**config.mk**
```make
export PLATFORM = sky130hd
export DESIGN_NAME = tsv_cell_offset_splitter
export DESIGN_NICKNAME = d
export VERILOG_FILES = /design/src/rtl/tsvco_pkg.sv /design/src/rtl/tsv_cell_offset_splitter.sv /design/src/rtl/tsvco_front.sv /design/src/rtl/tsvco_fifo.sv
export SDC_FILE = /design/constraint.sdc
export NUM_CORES = 1
export LEC_CHECK = 0
export BUFFER_PORTS_ARGS = -buffer_cell sky130_fd_sc_hd__buf_4
export CORE_ASPECT_RATIO = 0.8
export CORE_MARGIN = 2
export CORE_UTILIZATION = 32
export CTS_CLUSTER_DIAMETER = 30
export DETAILED_ROUTE_END_ITERATION = 12
export PLACE_DENSITY = 0.46
export SYNTH_ARGS = -nofsm -noshare
export SYNTH_HDL_FRONTEND = slang
export SYNTH_SLANG_ARGS = --single-unit
```
**constraint.sdc**
```tcl
create_clock -name clock -period 7.77 [get_ports clock]
set_input_delay 1.1655 -clock clock [delete_from_list [all_inputs] [get_ports clock]]
set_output_delay 1.1655 -clock clock [all_outputs]
set_load 0.02 [all_outputs]
```
**src/rtl/tsvco_pkg.sv**
```systemverilog
// ----------------------------------------------------------------------------
// tsvco_pkg
// Shared constants and the cell record type for the TSV cell offset splitter.
// ----------------------------------------------------------------------------
`default_nettype none

package tsvco_pkg;

   localparam int MAX_COLUMNS = 256;
   localparam int MAX_ROWS    = 65536;
   localparam int OFFSET_BITS = 24;

   localparam int COL_BITS  = $clog2(MAX_COLUMNS + 1);
   localparam int ROW_BITS  = $clog2(MAX_ROWS + 1);
   localparam int ROW_OUT_BITS   = 16;
   localparam int COL_OUT_BITS   = 8;
   localparam int WIDTH_OUT_BITS = 9;

   localparam logic [7:0] CH_TAB = 8'h09;
   localparam logic [7:0] CH_CR  = 8'h0d;
   localparam logic [7:0] CH_LF  = 8'h0a;

   localparam logic [OFFSET_BITS-1:0] OFFSET_MAX = {OFFSET_BITS{1'b1}};

   localparam int FIFO_DEPTH = 4;
   localparam int FIFO_PTR_BITS = $clog2(FIFO_DEPTH);
   localparam int FIFO_CNT_BITS = $clog2(FIFO_DEPTH + 1);

   typedef struct packed {
      logic [ROW_OUT_BITS-1:0]   cell_row;
      logic [COL_OUT_BITS-1:0]   cell_column;
      logic [OFFSET_BITS-1:0]    cell_start;
      logic [OFFSET_BITS-1:0]    cell_length;
      logic                      row_done;
      logic [WIDTH_OUT_BITS-1:0] table_width;
      logic                      overflow_seen;
      logic                      final_cell;
   } cell_rec_type;

endpackage

`default_nettype wire

```
**src/rtl/tsv_cell_offset_splitter.sv**
```systemverilog
// ----------------------------------------------------------------------------
// tsv_cell_offset_splitter
// Splits a tab-separated byte stream into cell records (row, column, start
// offset, length, row end, table width, overflow, final cell).
//
// Input side is a queue write port: a beat is taken when push is high and
// full is low. One byte per beat, end_of_file on the last byte of a file.
// Result side is a queue read port: the oldest record sits on the rsp_ ports
// while empty is low and leaves when pop is high.
// Throughput is one byte per clock while full is low; the parser updates all
// state in the cycle a byte is taken. A record shows in the queue in the cycle
// after the byte that ends its cell. Bytes that end no cell produce nothing.
// A four-entry record queue sits between parser and result port. When the
// receiver stops popping, bytes keep flowing until the queue fills, then full
// rises and holds off the sender.
// Synchronous reset clears the parser state and empties the queue. The
// end_of_file byte also returns the parser to its reset state.
// ----------------------------------------------------------------------------
`default_nettype none

module tsv_cell_offset_splitter (
   input  wire logic         clock,
   input  wire logic         reset,
   input  wire logic         push,
   output logic              full,
   input  wire logic [7:0]   req_text_byte,
   input  wire logic         req_end_of_file,
   output logic              empty,
   input  wire logic         pop,
   output logic [15:0]       rsp_cell_row,
   output logic [7:0]        rsp_cell_column,
   output logic [23:0]       rsp_cell_start,
   output logic [23:0]       rsp_cell_length,
   output logic              rsp_row_done,
   output logic [8:0]        rsp_table_width,
   output logic              rsp_overflow_seen,
   output logic              rsp_final_cell
);
   import tsvco_pkg::*;

   logic         beat_valid;
   logic         rec_valid;
   cell_rec_type rec;
   cell_rec_type head;

   assign beat_valid = push && !full;

   tsvco_front u_front (
      .clock       (clock),
      .reset       (reset),
      .beat_valid  (beat_valid),
      .text_byte   (req_text_byte),
      .end_of_file (req_end_of_file),
      .rec_valid   (rec_valid),
      .rec         (rec)
   );

   tsvco_fifo u_fifo (
      .clock   (clock),
      .reset   (reset),
      .wr_en   (rec_valid),
      .wr_data (rec),
      .full    (full),
      .rd_en   (pop),
      .empty   (empty),
      .rd_data (head)
   );

   assign rsp_cell_row      = head.cell_row;
   assign rsp_cell_column   = head.cell_column;
   assign rsp_cell_start    = head.cell_start;
   assign rsp_cell_length   = head.cell_length;
   assign rsp_row_done      = head.row_done;
   assign rsp_table_width   = head.table_width;
   assign rsp_overflow_seen = head.overflow_seen;
   assign rsp_final_cell    = head.final_cell;

endmodule

`default_nettype wire

```
**src/rtl/tsvco_front.sv**
```systemverilog
// ----------------------------------------------------------------------------
// tsvco_front
// Byte classifier and parse state: tracks offsets, row and column, and builds
// one cell record per cell ending inside the table width and row limit.
// ----------------------------------------------------------------------------
`default_nettype none

module tsvco_front (
   input  wire logic                    clock,
   input  wire logic                    reset,
   input  wire logic                    beat_valid,
   input  wire logic [7:0]              text_byte,
   input  wire logic                    end_of_file,
   output logic                         rec_valid,
   output tsvco_pkg::cell_rec_type      rec
);
   import tsvco_pkg::*;

   logic [OFFSET_BITS-1:0] pos_ff,   pos_in;
   logic [OFFSET_BITS-1:0] start_ff, start_in;
   logic [COL_BITS-1:0]    col_ff,   col_in;
   logic [ROW_BITS-1:0]    row_ff,   row_in;
   logic [COL_BITS-1:0]    kw_ff,    kw_in;
   logic                   wf_ff,    wf_in;
   logic                   acr_ff,   acr_in;
   logic                   ovf_ff,   ovf_in;

   logic                   is_tab, is_eol, swallow, ordinary, ends_cell, keep;
   logic [OFFSET_BITS-1:0] pos_inc, len;
   logic [COL_BITS-1:0]    limit, kw_new;
   logic [COL_BITS:0]      col_plus;

   always_comb begin
      is_tab   = (text_byte == CH_TAB);
      is_eol   = (text_byte == CH_CR) || (text_byte == CH_LF);
      swallow  = acr_ff && (text_byte == CH_LF);
      ordinary = !is_tab && !is_eol;
      ends_cell = !swallow && (!ordinary || end_of_file);
      pos_inc  = (pos_ff == OFFSET_MAX) ? OFFSET_MAX : pos_ff + 1'b1;

      len = (pos_ff >= start_ff) ? pos_ff - start_ff : '0;
      if (ordinary && (len != OFFSET_MAX)) begin
         len = len + 1'b1;
      end

      limit    = wf_ff ? kw_ff : COL_BITS'(MAX_COLUMNS);
      col_plus = {1'b0, col_ff} + 1'b1;
      kw_new   = (col_plus > (COL_BITS+1)'(MAX_COLUMNS)) ? COL_BITS'(MAX_COLUMNS)
                                                          : col_plus[COL_BITS-1:0];
      keep = (col_ff < limit) && (row_ff < ROW_BITS'(MAX_ROWS));

      pos_in   = pos_ff;
      start_in = start_ff;
      col_in   = col_ff;
      row_in   = row_ff;
      kw_in    = kw_ff;
      wf_in    = wf_ff;
      acr_in   = acr_ff;
      ovf_in   = ovf_ff;

      if (beat_valid) begin
         pos_in = pos_inc;
         acr_in = 1'b0;
         if (swallow) begin
            start_in = pos_inc;
         end else if (ends_cell) begin
            start_in = pos_inc;
            if (!wf_ff && (is_eol || end_of_file)) begin
               kw_in = kw_new;
               wf_in = 1'b1;
            end
            if (!keep) begin
               ovf_in = 1'b1;
            end
            if (is_tab) begin
               if (col_ff < COL_BITS'(MAX_COLUMNS)) begin
                  col_in = col_ff + 1'b1;
               end
            end else if (is_eol) begin
               col_in = '0;
               if (row_ff < ROW_BITS'(MAX_ROWS)) begin
                  row_in = row_ff + 1'b1;
               end
               acr_in = (text_byte == CH_CR);
            end
         end
         if (end_of_file) begin
            pos_in   = '0;
            start_in = '0;
            col_in   = '0;
            row_in   = '0;
            kw_in    = '0;
            wf_in    = 1'b0;
            acr_in   = 1'b0;
            ovf_in   = 1'b0;
         end
      end

      rec_valid = beat_valid && ends_cell && keep;
      rec.cell_row = (row_ff > ROW_BITS'(16'hFFFF)) ? 16'hFFFF : row_ff[ROW_OUT_BITS-1:0];
      rec.cell_column = col_ff[COL_OUT_BITS-1:0];
      rec.cell_start  = start_ff;
      rec.cell_length = len;
      rec.row_done    = is_eol;
      rec.table_width = (wf_ff || is_eol || end_of_file)
                        ? ((wf_ff ? kw_ff : kw_new)) : '0;
      rec.overflow_seen = ovf_ff;
      rec.final_cell    = end_of_file;
   end

   always_ff @(posedge clock) begin
      if (reset) begin
         pos_ff   <= '0;
         start_ff <= '0;
         col_ff   <= '0;
         row_ff   <= '0;
         kw_ff    <= '0;
         wf_ff    <= 1'b0;
         acr_ff   <= 1'b0;
         ovf_ff   <= 1'b0;
      end else begin
         pos_ff   <= pos_in;
         start_ff <= start_in;
         col_ff   <= col_in;
         row_ff   <= row_in;
         kw_ff    <= kw_in;
         wf_ff    <= wf_in;
         acr_ff   <= acr_in;
         ovf_ff   <= ovf_in;
      end
   end

endmodule

`default_nettype wire

```
**src/rtl/tsvco_fifo.sv**
```systemverilog
// ----------------------------------------------------------------------------
// tsvco_fifo
// Short record queue between the parser and the result port.
// ----------------------------------------------------------------------------
`default_nettype none

module tsvco_fifo (
   input  wire logic                    clock,
   input  wire logic                    reset,
   input  wire logic                    wr_en,
   input  tsvco_pkg::cell_rec_type      wr_data,
   output logic                         full,
   input  wire logic                    rd_en,
   output logic                         empty,
   output tsvco_pkg::cell_rec_type      rd_data
);
   import tsvco_pkg::*;

   cell_rec_type               mem_ff [FIFO_DEPTH];
   logic [FIFO_PTR_BITS-1:0]   wr_ptr_ff, wr_ptr_in;
   logic [FIFO_PTR_BITS-1:0]   rd_ptr_ff, rd_ptr_in;
   logic [FIFO_CNT_BITS-1:0]   cnt_ff,    cnt_in;
   logic                       do_wr, do_rd;

   always_comb begin
      full    = (cnt_ff == FIFO_CNT_BITS'(FIFO_DEPTH));
      empty   = (cnt_ff == '0);
      do_wr   = wr_en && !full;
      do_rd   = rd_en && !empty;
      rd_data = mem_ff[rd_ptr_ff];
      wr_ptr_in = do_wr ? wr_ptr_ff + 1'b1 : wr_ptr_ff;
      rd_ptr_in = do_rd ? rd_ptr_ff + 1'b1 : rd_ptr_ff;
      cnt_in = cnt_ff;
      if (do_wr && !do_rd) begin
         cnt_in = cnt_ff + 1'b1;
      end else if (do_rd && !do_wr) begin
         cnt_in = cnt_ff - 1'b1;
      end
   end

   always_ff @(posedge clock) begin
      if (do_wr) begin
         mem_ff[wr_ptr_ff] <= wr_data;
      end
   end

   always_ff @(posedge clock) begin
      if (reset) begin
         wr_ptr_ff <= '0;
         rd_ptr_ff <= '0;
         cnt_ff    <= '0;
      end else begin
         wr_ptr_ff <= wr_ptr_in;
         rd_ptr_ff <= rd_ptr_in;
         cnt_ff    <= cnt_in;
      end
   end

endmodule

`default_nettype wire

```
* After elaboration in Yosys (flattened, before gate mapping)
Memory sizes are Yosys's and may differ from the RTL's. A register that Yosys moved wholly into a read port is not among the register bits. Cells that the tools add are included.
Cells by class: mux-type cells 47, reduce and logical (&&, ||, !) cells 40, eq/ne operators 10, order comparisons 6, add/subtract/negate cells 10
Operator list (number):
- two-way mux 24 bit | 7
- two-way mux 9 bit | 14
- two-way mux 17 bit | 6
- adder 24 x 1 -> 24 bit, second input constant | 2
- == test 24 bit, second input constant | 1
- == test 8 x 4 -> 1 bit, second input constant | 3
- >= comparator 24 bit | 1
- != test 24 bit, second input constant | 1
- subtractor 24 bit | 1
- adder 17 x 1 -> 17 bit, second input constant | 1
- greater-than comparator 17 x 16 -> 1 bit, second input constant | 1
- < comparator 17 bit, second input constant | 1
- two-way mux 16 bit | 1
- two-way mux 1 bit | 15
- logical AND 1 bit | 13
- adder 9 x 1 -> 10 bit, second input constant | 1
- greater-than comparator 10 x 9 -> 1 bit, second input constant | 1
- nonzero test 2 bit | 5
- adder 9 x 1 -> 9 bit, second input constant | 1
- zero test 1 bit | 9
- < comparator 9 bit | 1
- < comparator 9 bit, second input constant | 1
- AND reduction 4 bit | 2
- two-way mux 3 bit | 2
- 13 further kinds | 22
Word-level totals: bits in registers 93, memory bits (writable) 336, output and inout port bits 86, memories kept 1, input port bits 13
Memories:
- u_fifo.mem_ff | depth 4, bits a word 84, read ports 1, clocked after Yosys merged registers in 1, wr ports 1, RTL line tsvco_fifo.sv:19 | cell_rec_type mem_ff [FIFO_DEPTH];

* Logic depth before layout (Yosys ltp)
Gate-level depths: netlist of run 1.
depth after elaboration 14, mapped depth 20, mapped depth without buffers 17

* Modules after synthesis
From an unflattened synthesis of run 1, not the netlist that was laid out.
Second synthesis, totals: cells, all modules 1407, area, all modules 19359.8 µm²
By module, submodules not included:
- tsvco_fifo | cells each 486, times used 1, area an instance 12580.8 µm², seq. area each 10269.8 µm²
- tsvco_front | cells each 920, times used 1, area an instance 6765.2 µm², seq. area each 1721.7 µm²
- tsv_cell_offset_splitter | cells each 1, times used 1, area an instance 13.8 µm², seq. area each 0.0 µm²

* Worst setup path after synthesis of run 1
Ideal clock, no wire load.
kind input port to flip-flop, start point in req_text_byte[5], end point mem u_fifo.mem_ff[0][0] in the netlist's numbering, enable pin, setup time 452 ps, setup slack 2379 ps, buffers on the path 0, data arrival time 4940 ps, cell stages on the path 8, cells stage by stage nor4_1 nand2_1 nor2_1 nor2_1 nor2_1 o21ai_0 nor4_1 and2_1
Between the ends: cells in the longest elaborated chain, start to end 12, elaborated cells on any way between the ends 17
Ends and longest elaborated chain:
- start: declaration | RTL line tsv_cell_offset_splitter.sv:26 | input wire logic [7:0] req_text_byte,
- == test 8 x 4 -> 1 bit, on equally long branches | RTL line tsvco_front.sv:35, tsvco_front.sv:36
- logical OR 1 bit | RTL line tsvco_front.sv:35 | is_eol = (text_byte == CH_CR) || (text_byte == CH_LF);
- zero test 1 bit | RTL line tsvco_front.sv:37 | ordinary = !is_tab && !is_eol;
- logical AND 1 bit | RTL line tsvco_front.sv:37
- zero test 1 bit | RTL line tsvco_front.sv:38 | ends_cell = !swallow && (!ordinary || end_of_file);
- logical OR 1 bit | RTL line tsvco_front.sv:38
- logical AND 1 bit * | RTL line tsvco_front.sv:38
- logical AND 1 bit * (2 in a row) | RTL line tsvco_front.sv:99 | rec_valid = beat_valid && ends_cell && keep;
- logical AND 1 bit * | RTL line tsvco_fifo.sv:28 | do_wr = wr_en && !full;
- net u_fifo.do_wr | RTL line tsvco_fifo.sv:23 | logic do_wr, do_rd;
- two-way mux 1 bit * | RTL line tsvco_fifo.sv:42 | if (do_wr) begin
- two-way mux 1 bit (not written as such) * | RTL line tsvco_fifo.sv:43 | mem_ff[wr_ptr_ff] <= wr_data;
- end: declaration | RTL line tsvco_fifo.sv:19
Mark *: on every way through the listed nets, which the timed path passes. The rest lies on a longest branch.

==> results of run 1 <==
-- worst reg2reg max path, cell delays in order (launching register included) --
cell and delay, ps:
dfxtp_1 440, inv_1 70, ha_1 450, nand2_1 150
o21ai_2 290, a31oi_1 200, a2111o_1 440, and2_1 430
nor2_1 280, ha_1 230, nand4_1 140, nor3_1 280
nand4_1 210, o311ai_2 650, nor4_1 100, nor3_1 490
-- final cells by class --
cell class / instances / area [µm²]
fillers: 5599 / 35700
flip-flops and latches: 431 / 12000
multi-input cells: 916 / 6950
clock buffers: 108 / 2410
well taps: 779 / 975
repair buffers: 116 / 871
clock inverters: 63 / 681
inverters: 50 / 188
-- stage by stage --
| step | util [%] | setup WS (ps) |
|---|---|---|
| CTS | 40.3 | 2680 |
| global placement | 35.1 | 2830 |
| floorplan | - | 2380 |
| finish | 40.3 | 2650 |
| global route | 40.3 | 2160 |
| detailed placement | 35.1 | 2740 |
-- worst paths after layout --
kind,startpoint,endpoint,slack (ps),cells past startpoint
setup / recovery,u_front.start_ff[9],u_fifo.mem_ff[2][31],2650,15
hold / removal,u_front.kw_ff[0],u_front.kw_ff[0],470,2
setup reg to reg,u_front.start_ff[9],u_fifo.mem_ff[2][31],2650,15
hold reg to reg,u_front.kw_ff[0],u_front.kw_ff[0],470,2
-- layer usage --
layer / vias to the layer above / part of all wire, %
met2: 241 / 45
met1: 6260 / 49
met3: 77 / 4.1
li1: 5879 / -
met4: 0 / 2.1
met5: - / 0
-- cells in the final DEF, fill, tap and decap left out, drive strengths merged, types with 6 or more instances in the layout --
cell type,count
nand3,41
ha,43
a22oi,10
or3,8
edfxtp,336
xor2,42
mux4,84
a21oi,113
o22ai,6
clkbuf,108
clkinvlp,16
nor2,118
a211oi,11
o21ai,41
and3,18
a21o,14
nor2b,6
nand2b,13
bufinv,9
or2,19
a31oi,12
dfxtp,95
nand2,141
o21a,7
and2,13
nor4,8
clkinv,31
nor3,29
and4,6
buf,116
nand4,16
xnor2,25
inv,57
-- state kept, by name, indices dropped and copies added, names as in the netlist, named ones only --
| signal | cells |
|---|---|
| u_front.kw_ff | 9 |
| u_front.ovf_ff | 1 |
| u_fifo.cnt_ff | 3 |
| u_fifo.mem_ff | 336 |
| u_front.pos_ff | 24 |
| u_front.start_ff | 24 |
| u_front.acr_ff | 1 |
| u_front.col_ff | 9 |
| u_front.row_ff | 17 |
| u_fifo.wr_ptr_ff | 2 |
| u_front.wf_ff | 1 |
| u_fifo.rd_ptr_ff | 2 |
-- cell families (layout without fill, tap and decap cells) --
kind of cell,count (synthesis),count (layout),synth area share [%]
compound gates,257,257,8.27
xor+xnor,67,67,3.02
fa+ha+maj,45,45,2.98
buf+inv,123,337,2.48
flops,431,431,61.8
mux,90,90,10.1
simple gates,457,457,11.4
-- power by group through the flow --
stage | Combinational, mW | Clock, mW | Sequential, mW
6_report | 1.31 | 3.80 | 2.69
5_1_grt | 1.41 | 3.99 | 2.70
4_1_cts | 1.35 | 3.88 | 2.69
3_5_place_dp | 1.35 | 0 | 2.73
3_3_place_gp | 1.35 | 0 | 2.73
2_1_floorplan | 0.881 | 0 | 2.66
==> impl_metrics.py, run 1 <==
metrics = {
    "clocking": {
        "cts_sinks": 431,
        "cts_buffers": 92,
        "cts_tree": "done",
        "clockBufferDepth": 3,
        "clkLatencyLatePin_ps": 630,
        "cts_root_buffer": "clkbuf_16",
        "cts_hold_buf": 0,
        "post_cts_buffers": 0,
        "clkTransAtPathRegs_ps": 50,
        "cts_resized": 0,
        "cts.htree.levels": 3,
    },
    "yosys": {
        "syn-cell-area_um2": 19400,
        "synth_area_leaders": "edfxtp_1 52%, dfxtp_1 9.8%, mux4_2 9.7%, a21oi_1 2.9%, ha_1 2.8%",
        "synth_top_area_share_pct": 52.0,
        "synthTopCellsByCount": "336 x edfxtp_1, 141 x nand2_1, 118 x nor2_1",
        "synth_fp_nets": 1528,
        "yosysWarnings": 0,
        "ys.flop_type": "edfxtp_1",
        "yosysTopAreaCell": "edfxtp_1",
        "postSynthAreaPerCell_um2": 13.2,
        "synth_most_common_cell": "edfxtp_1",
        "synth-edff-count": 336,
        "ys_ff_latch": 431,
        "syn_inst": 1470,
        "yosysSeqAreaShare_pct": 61.8,
        "synth_cell_types": 78,
        "ys_async_sr_fraction_pct": 0,
    },
    "placed_design": {
        "dpl-instance-area_um2": 21000,
        "placed_cells": 2292,
        "placement.io_buffers": 98,
        "gp_congestion": 0.866,
        "post-dp-hpwl_um": 30500,
    },
    "floorplan": {
        "die_area_um2": 62700,
        "io_pins": 99,
        "die_w_um": 279,
        "rows": 80,
        "core-area_um2": 59800,
        "initial_utilization_pct": 32.5,
        "dieHeight_um": 224,
    },
    "sta": {
        "hold_slack_ps": 474,
        "maxClockFrequency_mhz": 195,
        "min_period_ps": 5120,
        "clock-skew-final_ps": 35.5,
        "drv_slew": 0,
        "worstMarginPinSlew_ps": 1080,
        "grt_setup_unrepaired": "no",
        "fin_tns_setup_ps": 0,
        "finalSetupViolCount": 0,
        "period_share_pct": 65.9,
        "relSlewSlack_pct": 28.3,
        "hold_viol_final": 0,
    },
    "routing": {
        "antenna_left": 0,
        "vias": 12500,
        "route.detailed.drc": 0,
        "firstDrtPassIters": 5,
        "viasPerCell": 5.06,
        "wirelength_um": 47700,
        "drt_iter0_drc": 995,
        "post_drt_wl_per_cell_um": 19.4,
    },
    "worst_setup_path": {
        "worst_ep_arrival_time_ps": 5460,
        "worstSetupPathType": "flip-flop to flip-flop",
        "crit_slowest_cell": "o311ai_2",
        "critPathMaxStageDelay_ps": 650,
        "startpoint_type": "flip-flop",
        "critPathRequiredTime_ps": 8110,
        "worst-path-buf-inv": 1,
        "end_kind": "flip-flop",
        "path_max_fanout": 20,
        "cp_cell_sequence": "inv_1, ha_1, nand2_1, o21ai_2, a31oi_1, a2111o_1, and2_1, nor2_1, ha_1, nand4_1, nor3_1, nand4_1, o311ai_2, nor4_1, nor3_1",
        "cp_top_family": "simple AND/OR/NAND/NOR gates",
    },
    "grt": {
        "grt_max_degree": 73,
        "grt_pass1_vias": 12600,
        "met3_usage_pct": 3.06,
        "use_met2_pct": 23.3,
        "antenna_found_initial": 1,
        "grtUsageMet1_pct": 22.0,
        "grt-busiest-layer": "met2",
        "overflow": 0,
        "grt_pass1_wl_um": 74000,
        "grt_util_all_layers_pct": 15.4,
    },
    "final_layout": {
        "stdcell_count": 2463,
        "antennaDiodeCount": 0,
        "design_area_um2": 24100,
        "drive_above_1_share_pct": 23.5,
        "synthToLayoutAreaGrowth_pct": 24.0,
        "nNetsFinal": 1665,
    },
    "hold_path": {
        "hold_class": "flip-flop to flip-flop",
    },
    "power_and_ir_drop": {
        "combPwrFrac_pct": 16.8,
        "intPower_mw": 5.71,
        "p_sw_mw": 2.09,
        "total_power_mw": 7.79,
        "p_clk_share_pct": 48.7,
        "seqPwrFrac_pct": 34.5,
        "power_leakage_nw": 8.46,
        "p_per_area_nw_per_um2": 324,
        "swShare_pct": 26.8,
        "peakVddDrop_mv": 0.174,
    },
    "job": {
        "drv_cap": 0,
    },
    "status": {
        "run_status": "completed",
    },
}
No activity file was read; power rests on OpenSTA's default activity.
==> inputs of run 2 (changes only) <==
- clock period: 7.77 -> 5 ns (I/O delays scaled with it)
==> impl_metrics.py, run 2 (synthesized netlist as in run 1, its figures left out) <==
metrics = {
    "routing": {
        "vias": 12500,
        "antenna_left": 0,
        "viasPerCell": 5.08,
        "route.detailed.drc": 0,
        "post_drt_wl_per_cell_um": 19.8,
        "drt_iter0_drc": 1000,
        "firstDrtPassIters": 5,
        "wirelength_um": 48800,
    },
    "final_layout": {
        "layout_common_cells": "336 x edfxtp_1, 141 x nand2_1, 118 x nor2_1",
        "nNetsFinal": 1673,
        "n_fill_cell": 5567,
        "synthToLayoutAreaGrowth_pct": 25.8,
        "regMostFlops": "u_fifo.mem_ff",
        "antennaDiodeCount": 0,
        "drive_above_1_share_pct": 24.2,
        "largestRegisters": "u_fifo.mem_ff (336), u_front.pos_ff (24), u_front.start_ff (24)",
        "largest_reg_flops": 336,
        "regArea_um2": 12000,
        "layout_commonest_cell": "edfxtp_1",
        "multi_input_area_um2": 6960,
    },
    "hold_path": {
        "hold_class": "flip-flop to flip-flop",
    },
    "sta": {
        "maxClockFrequency_mhz": 218,
        "clock-skew-final_ps": 26.6,
        "period_share_pct": 91.7,
        "hold_viol_final": 0,
        "fin_tns_setup_ps": 0,
        "relSlewSlack_pct": 31.3,
        "worstMarginPinSlew_ps": 1030,
        "finalSetupViolCount": 0,
        "drv_slew": 0,
        "min_period_ps": 4580,
        "grt_setup_unrepaired": "no",
    },
    "clocking": {
        "cts_sinks": 431,
        "clkTransAtPathRegs_ps": 50,
        "post_cts_buffers": 0,
        "cts_root_buffer": "clkbuf_16",
        "clkLatencyLatePin_ps": 630,
        "cts_buffers": 90,
        "cts.htree.levels": 3,
        "clockBufferDepth": 3,
        "cts_tree": "done",
    },
    "power_and_ir_drop": {
        "total_power_mw": 12.4,
        "p_per_area_nw_per_um2": 510,
        "power_leakage_nw": 8.63,
        "peakVddDrop_mv": 0.305,
    },
    "floorplan": {
        "core-area_um2": 59800,
        "rows": 80,
        "io_pins": 99,
        "die_area_um2": 62700,
        "dieHeight_um": 224,
        "die_w_um": 279,
        "initial_utilization_pct": 32.5,
    },
    "worst_setup_path": {
        "reg2reg_depth": 16,
        "path_max_fanout": 8,
        "critPathRequiredTime_ps": 5340,
        "startpoint_type": "flip-flop",
        "crit_path_end": "u_fifo.mem_ff[1][35]",
        "worstSetupPathType": "flip-flop to flip-flop",
        "worstReg2RegEnd": "u_fifo.mem_ff[1][35]",
        "rr_startpoint": "u_front.start_ff[9]",
        "cp-startpoint": "u_front.start_ff[9]",
        "end_kind": "flip-flop",
        "worst_ep_arrival_time_ps": 4930,
        "r2r_slack_ps": 420,
    },
    "grt": {
        "overflow": 0,
        "grt_max_degree": 59,
        "antenna_found_initial": 0,
        "grt_util_all_layers_pct": 15.8,
        "grt_pass1_wl_um": 75900,
        "grt_pass1_vias": 12600,
    },
    "status": {
        "run_status": "completed",
    },
    "placed_design": {
        "gp_congestion": 0.916,
        "placement.io_buffers": 98,
        "post-dp-hpwl_um": 31300,
    },
    "job": {
        "drv_cap": 0,
    },
}
[run 2: cell types whose count changed in the layout (fill, tap and decap cells not counted), sizes merged]
cell	delta
buf	+10
bufinv	+4
clkbuf	+3
clkinvlp	-7
inv	-1
[run 2: layer usage]
layer  vias to the layer above  GRT usage, %  routed length [µm]
li1                       5891             -                   -
met1                      6276          22.5               23600
met2                       300          24.1               22000
met3                        81          3.18                2240
met4                         0          5.24                 999
met5                         -             0                   0
[run 2: worst min-delay path by stage]
stage | end | cells after the start | from
CTS | u_front.acr_ff | 5 | req_text_byte[2]
floorplan | u_front.kw_ff[0] | 2 | u_front.kw_ff[0]
global route | u_front.kw_ff[0] | 2 | u_front.kw_ff[0]
detailed placement | u_front.kw_ff[0] | 2 | u_front.kw_ff[0]
global placement | u_front.kw_ff[0] | 2 | u_front.kw_ff[0]
finish | u_front.kw_ff[0] | 2 | u_front.kw_ff[0]
[run 2: timing repair]
action / 4_1_cts / 5_1_grt
hold buffers: 0 / 0
endpoints found under the setup margin: 0 / 20
resized for setup: 0 / 1
[run 2: through the flow]
| stage | setup slack [ps] | instances | cell area, µm² | hold WS [ps] | utilization, % |
|---|---|---|---|---|---|
| after global routing | 29.5 | 2472 | 24400 | 510 | 40.9 |
| after CTS | 390 | 2472 | 24400 | 467 | 40.9 |
| after detailed placement | 392 | 2302 | 21200 | 467 | 35.4 |
| final | 416 | 2472 | 24400 | 474 | 40.9 |
| after floorplan | 875 | 1470 | 19400 | 445 | - |
| after global placement | 497 | 2302 | 21200 | 462 | 35.4 |
[run 2: final cells by class]
cell class / instances / share of cell area, %
clock buffers: 111 / 10.1
clock inverters: 59 / 3.19
inverters: 50 / 0.769
multi-input cells: 916 / 28.5
flip-flops and latches: 431 / 49.1
well taps: 779 / 3.99
repair buffers: 126 / 4.33
[run 2: critical path: stages, from the launching register on]
cell and delay [ps]:
dfxtp_1 400, inv_1 70, ha_1 470, nand2_1 160, o21ai_2 270, a31oi_1 210
a2111o_1 460, and2_1 200, nor2_1 180, ha_1 220, nand4_1 120, nor3_1 250
nand4_1 220, o311ai_2 300, buf_4 200, nor3_1 60, xnor2_1 500
[run 2: power breakdown]
| group | switching, mW | internal (mW) | total, mW |
|---|---|---|---|
| combinational | 1.16 | 0.935 | 2.09 |
| sequential | 0.123 | 4.03 | 4.15 |
| clock | 2.00 | 4.20 | 6.20 |
==> inputs of run 3 (changes only) <==
- CORE_ASPECT_RATIO: 0.8 -> 0.7
- CORE_UTILIZATION: 32 -> 40
- PLACE_DENSITY: 0.46 -> 0.55
==> impl_metrics.py, run 3 (synthesized netlist as in run 1, its figures left out) <==
metrics = {
    "status": {
        "run_status": "completed",
    },
    "sta": {
        "min_period_ps": 4510,
        "hold_slack_ps": 478,
        "finalSetupViolCount": 0,
        "period_share_pct": 90.3,
        "clock-skew-final_ps": 16.6,
        "maxClockFrequency_mhz": 222,
        "fin_tns_setup_ps": 0,
        "drv_slew": 0,
        "worstMarginPinSlew_ps": 1250,
        "worst_slack_ps": 487,
        "hold_viol_final": 0,
        "grt_setup_unrepaired": "no",
        "relSlewSlack_pct": 16.1,
    },
    "placed_design": {
        "dp_slack_ps": 475,
        "placement.io_buffers": 98,
        "placed_cells": 2175,
        "post-dp-hpwl_um": 29500,
        "dpl-instance-area_um2": 21000,
        "gp_congestion": 0.924,
    },
    "clocking": {
        "clkTransAtPathRegs_ps": 50,
        "cts_sinks": 431,
        "clkLatencyLatePin_ps": 610,
        "cts.htree.levels": 3,
        "cts_tree": "done",
        "post_cts_buffers": 0,
        "clockBufferDepth": 3,
        "cts_hold_buf": 0,
        "cts_root_buffer": "clkbuf_16",
        "cts_buffers": 79,
    },
    "floorplan": {
        "core-area_um2": 47900,
        "io_pins": 99,
        "die_area_um2": 50300,
        "dieHeight_um": 188,
        "die_w_um": 267,
        "rows": 67,
        "initial_utilization_pct": 40.6,
    },
    "routing": {
        "route.detailed.drc": 0,
        "vias": 12500,
        "post_drt_wl_per_cell_um": 19.7,
        "firstDrtPassIters": 6,
        "drt_iter0_drc": 933,
        "antenna_left": 0,
        "viasPerCell": 5.36,
        "wirelength_um": 45700,
    },
    "final_layout": {
        "drive_above_1_share_pct": 22.4,
        "synthToLayoutAreaGrowth_pct": 21.8,
        "design_area_um2": 23600,
        "final_util_pct": 49.4,
        "nNetsFinal": 1659,
        "largestRegisters": "u_fifo.mem_ff (336), u_front.pos_ff (24), u_front.start_ff (24)",
        "n_fill_cell": 4123,
        "largest_reg_flops": 336,
        "regMostFlops": "u_fifo.mem_ff",
        "stdcell_count": 2322,
        "layout_common_cells": "336 x edfxtp_1, 141 x nand2_1, 118 x nor2_1",
        "antennaDiodeCount": 0,
        "layout_commonest_cell": "edfxtp_1",
    },
    "grt": {
        "antenna_found_initial": 1,
        "grt_util_all_layers_pct": 18.6,
        "met3_usage_pct": 4.94,
        "grt-busiest-layer": "met2",
        "grt_pass1_wl_um": 72000,
        "use_met2_pct": 27.6,
        "grt_max_degree": 79,
        "overflow": 0,
        "grtUsageMet1_pct": 26.9,
        "grt_pass1_vias": 12500,
    },
    "worst_setup_path": {
        "end_kind": "flip-flop",
        "critPathRequiredTime_ps": 5350,
        "startpoint_type": "flip-flop",
        "path_max_fanout": 9,
        "worst_ep_arrival_time_ps": 4870,
        "worstSetupPathType": "flip-flop to flip-flop",
    },
    "power_and_ir_drop": {
        "peakVddDrop_mv": 0.346,
        "total_power_mw": 11.4,
        "p_per_area_nw_per_um2": 483,
        "power_leakage_nw": 8.32,
    },
    "hold_path": {
        "hold_class": "flip-flop to flip-flop",
    },
    "job": {
        "drv_cap": 0,
    },
}
run 3: cell count changes in the layout (fill, tap and decap cells not counted), sizes merged:
cell      before  now
clkbuf       111   91
buf          126  123
clkinv        31   30
bufinv        13    9
inv           56   59
clkinvlp       9    8
run 3: per-layer routing:
layer	wire length (µm)	vias up
met5	0	-
met4	835	0
met3	3010	65
met2	20200	357
met1	21700	6171
li1	-	5860
run 3: power breakdown:
part           internal, mW  switching (mW)  leakage [nW]
Combinational         0.929            1.17          3.11
Sequential             4.03          0.0887          3.95
Clock                  3.40            1.80          1.27
run 3: worst paths after layout:
| kind | startpoint | endpoint | slack (ps) | cells past startpoint |
|---|---|---|---|---|
| worst max-delay path | u_front.start_ff[7] | u_fifo.mem_ff[0][27] | 490 | 15 |
| worst min-delay path | u_front.kw_ff[0] | u_front.kw_ff[0] | 480 | 2 |
| worst max register to register | u_front.start_ff[7] | u_fifo.mem_ff[0][27] | 490 | 15 |
| worst min register to register | u_front.kw_ff[0] | u_front.kw_ff[0] | 480 | 2 |
run 3: critical path, stage by stage (launching register included):
cell and delay [ps]:
dfxtp_1 400, inv_1 70, ha_1 470, a21oi_2 140, o21ai_2 280, a31oi_1 190, a2111o_1 450, and2_1 190
nor2_1 170, ha_1 230, nand4_1 120, nor3_1 250, nand4_1 240, o311a_1 450, and3_1 220, xnor2_1 380
run 3: timing repair:
item,in CTS,in global routing
hold endpoints to repair,0,0
setup endpoints to repair,0,12
gates resized for setup,0,2
run 3: area by class of cell:
type	count	area (µm²)	share of cell area, %
flip-flops and latches	431	12000	50.8
clock buffers	91	2030	8.59
repair buffers	123	1040	4.38
multi-input cells	916	6970	29.5
inverters	50	188	0.794
clock inverters	56	599	2.53
well taps	655	820	3.47
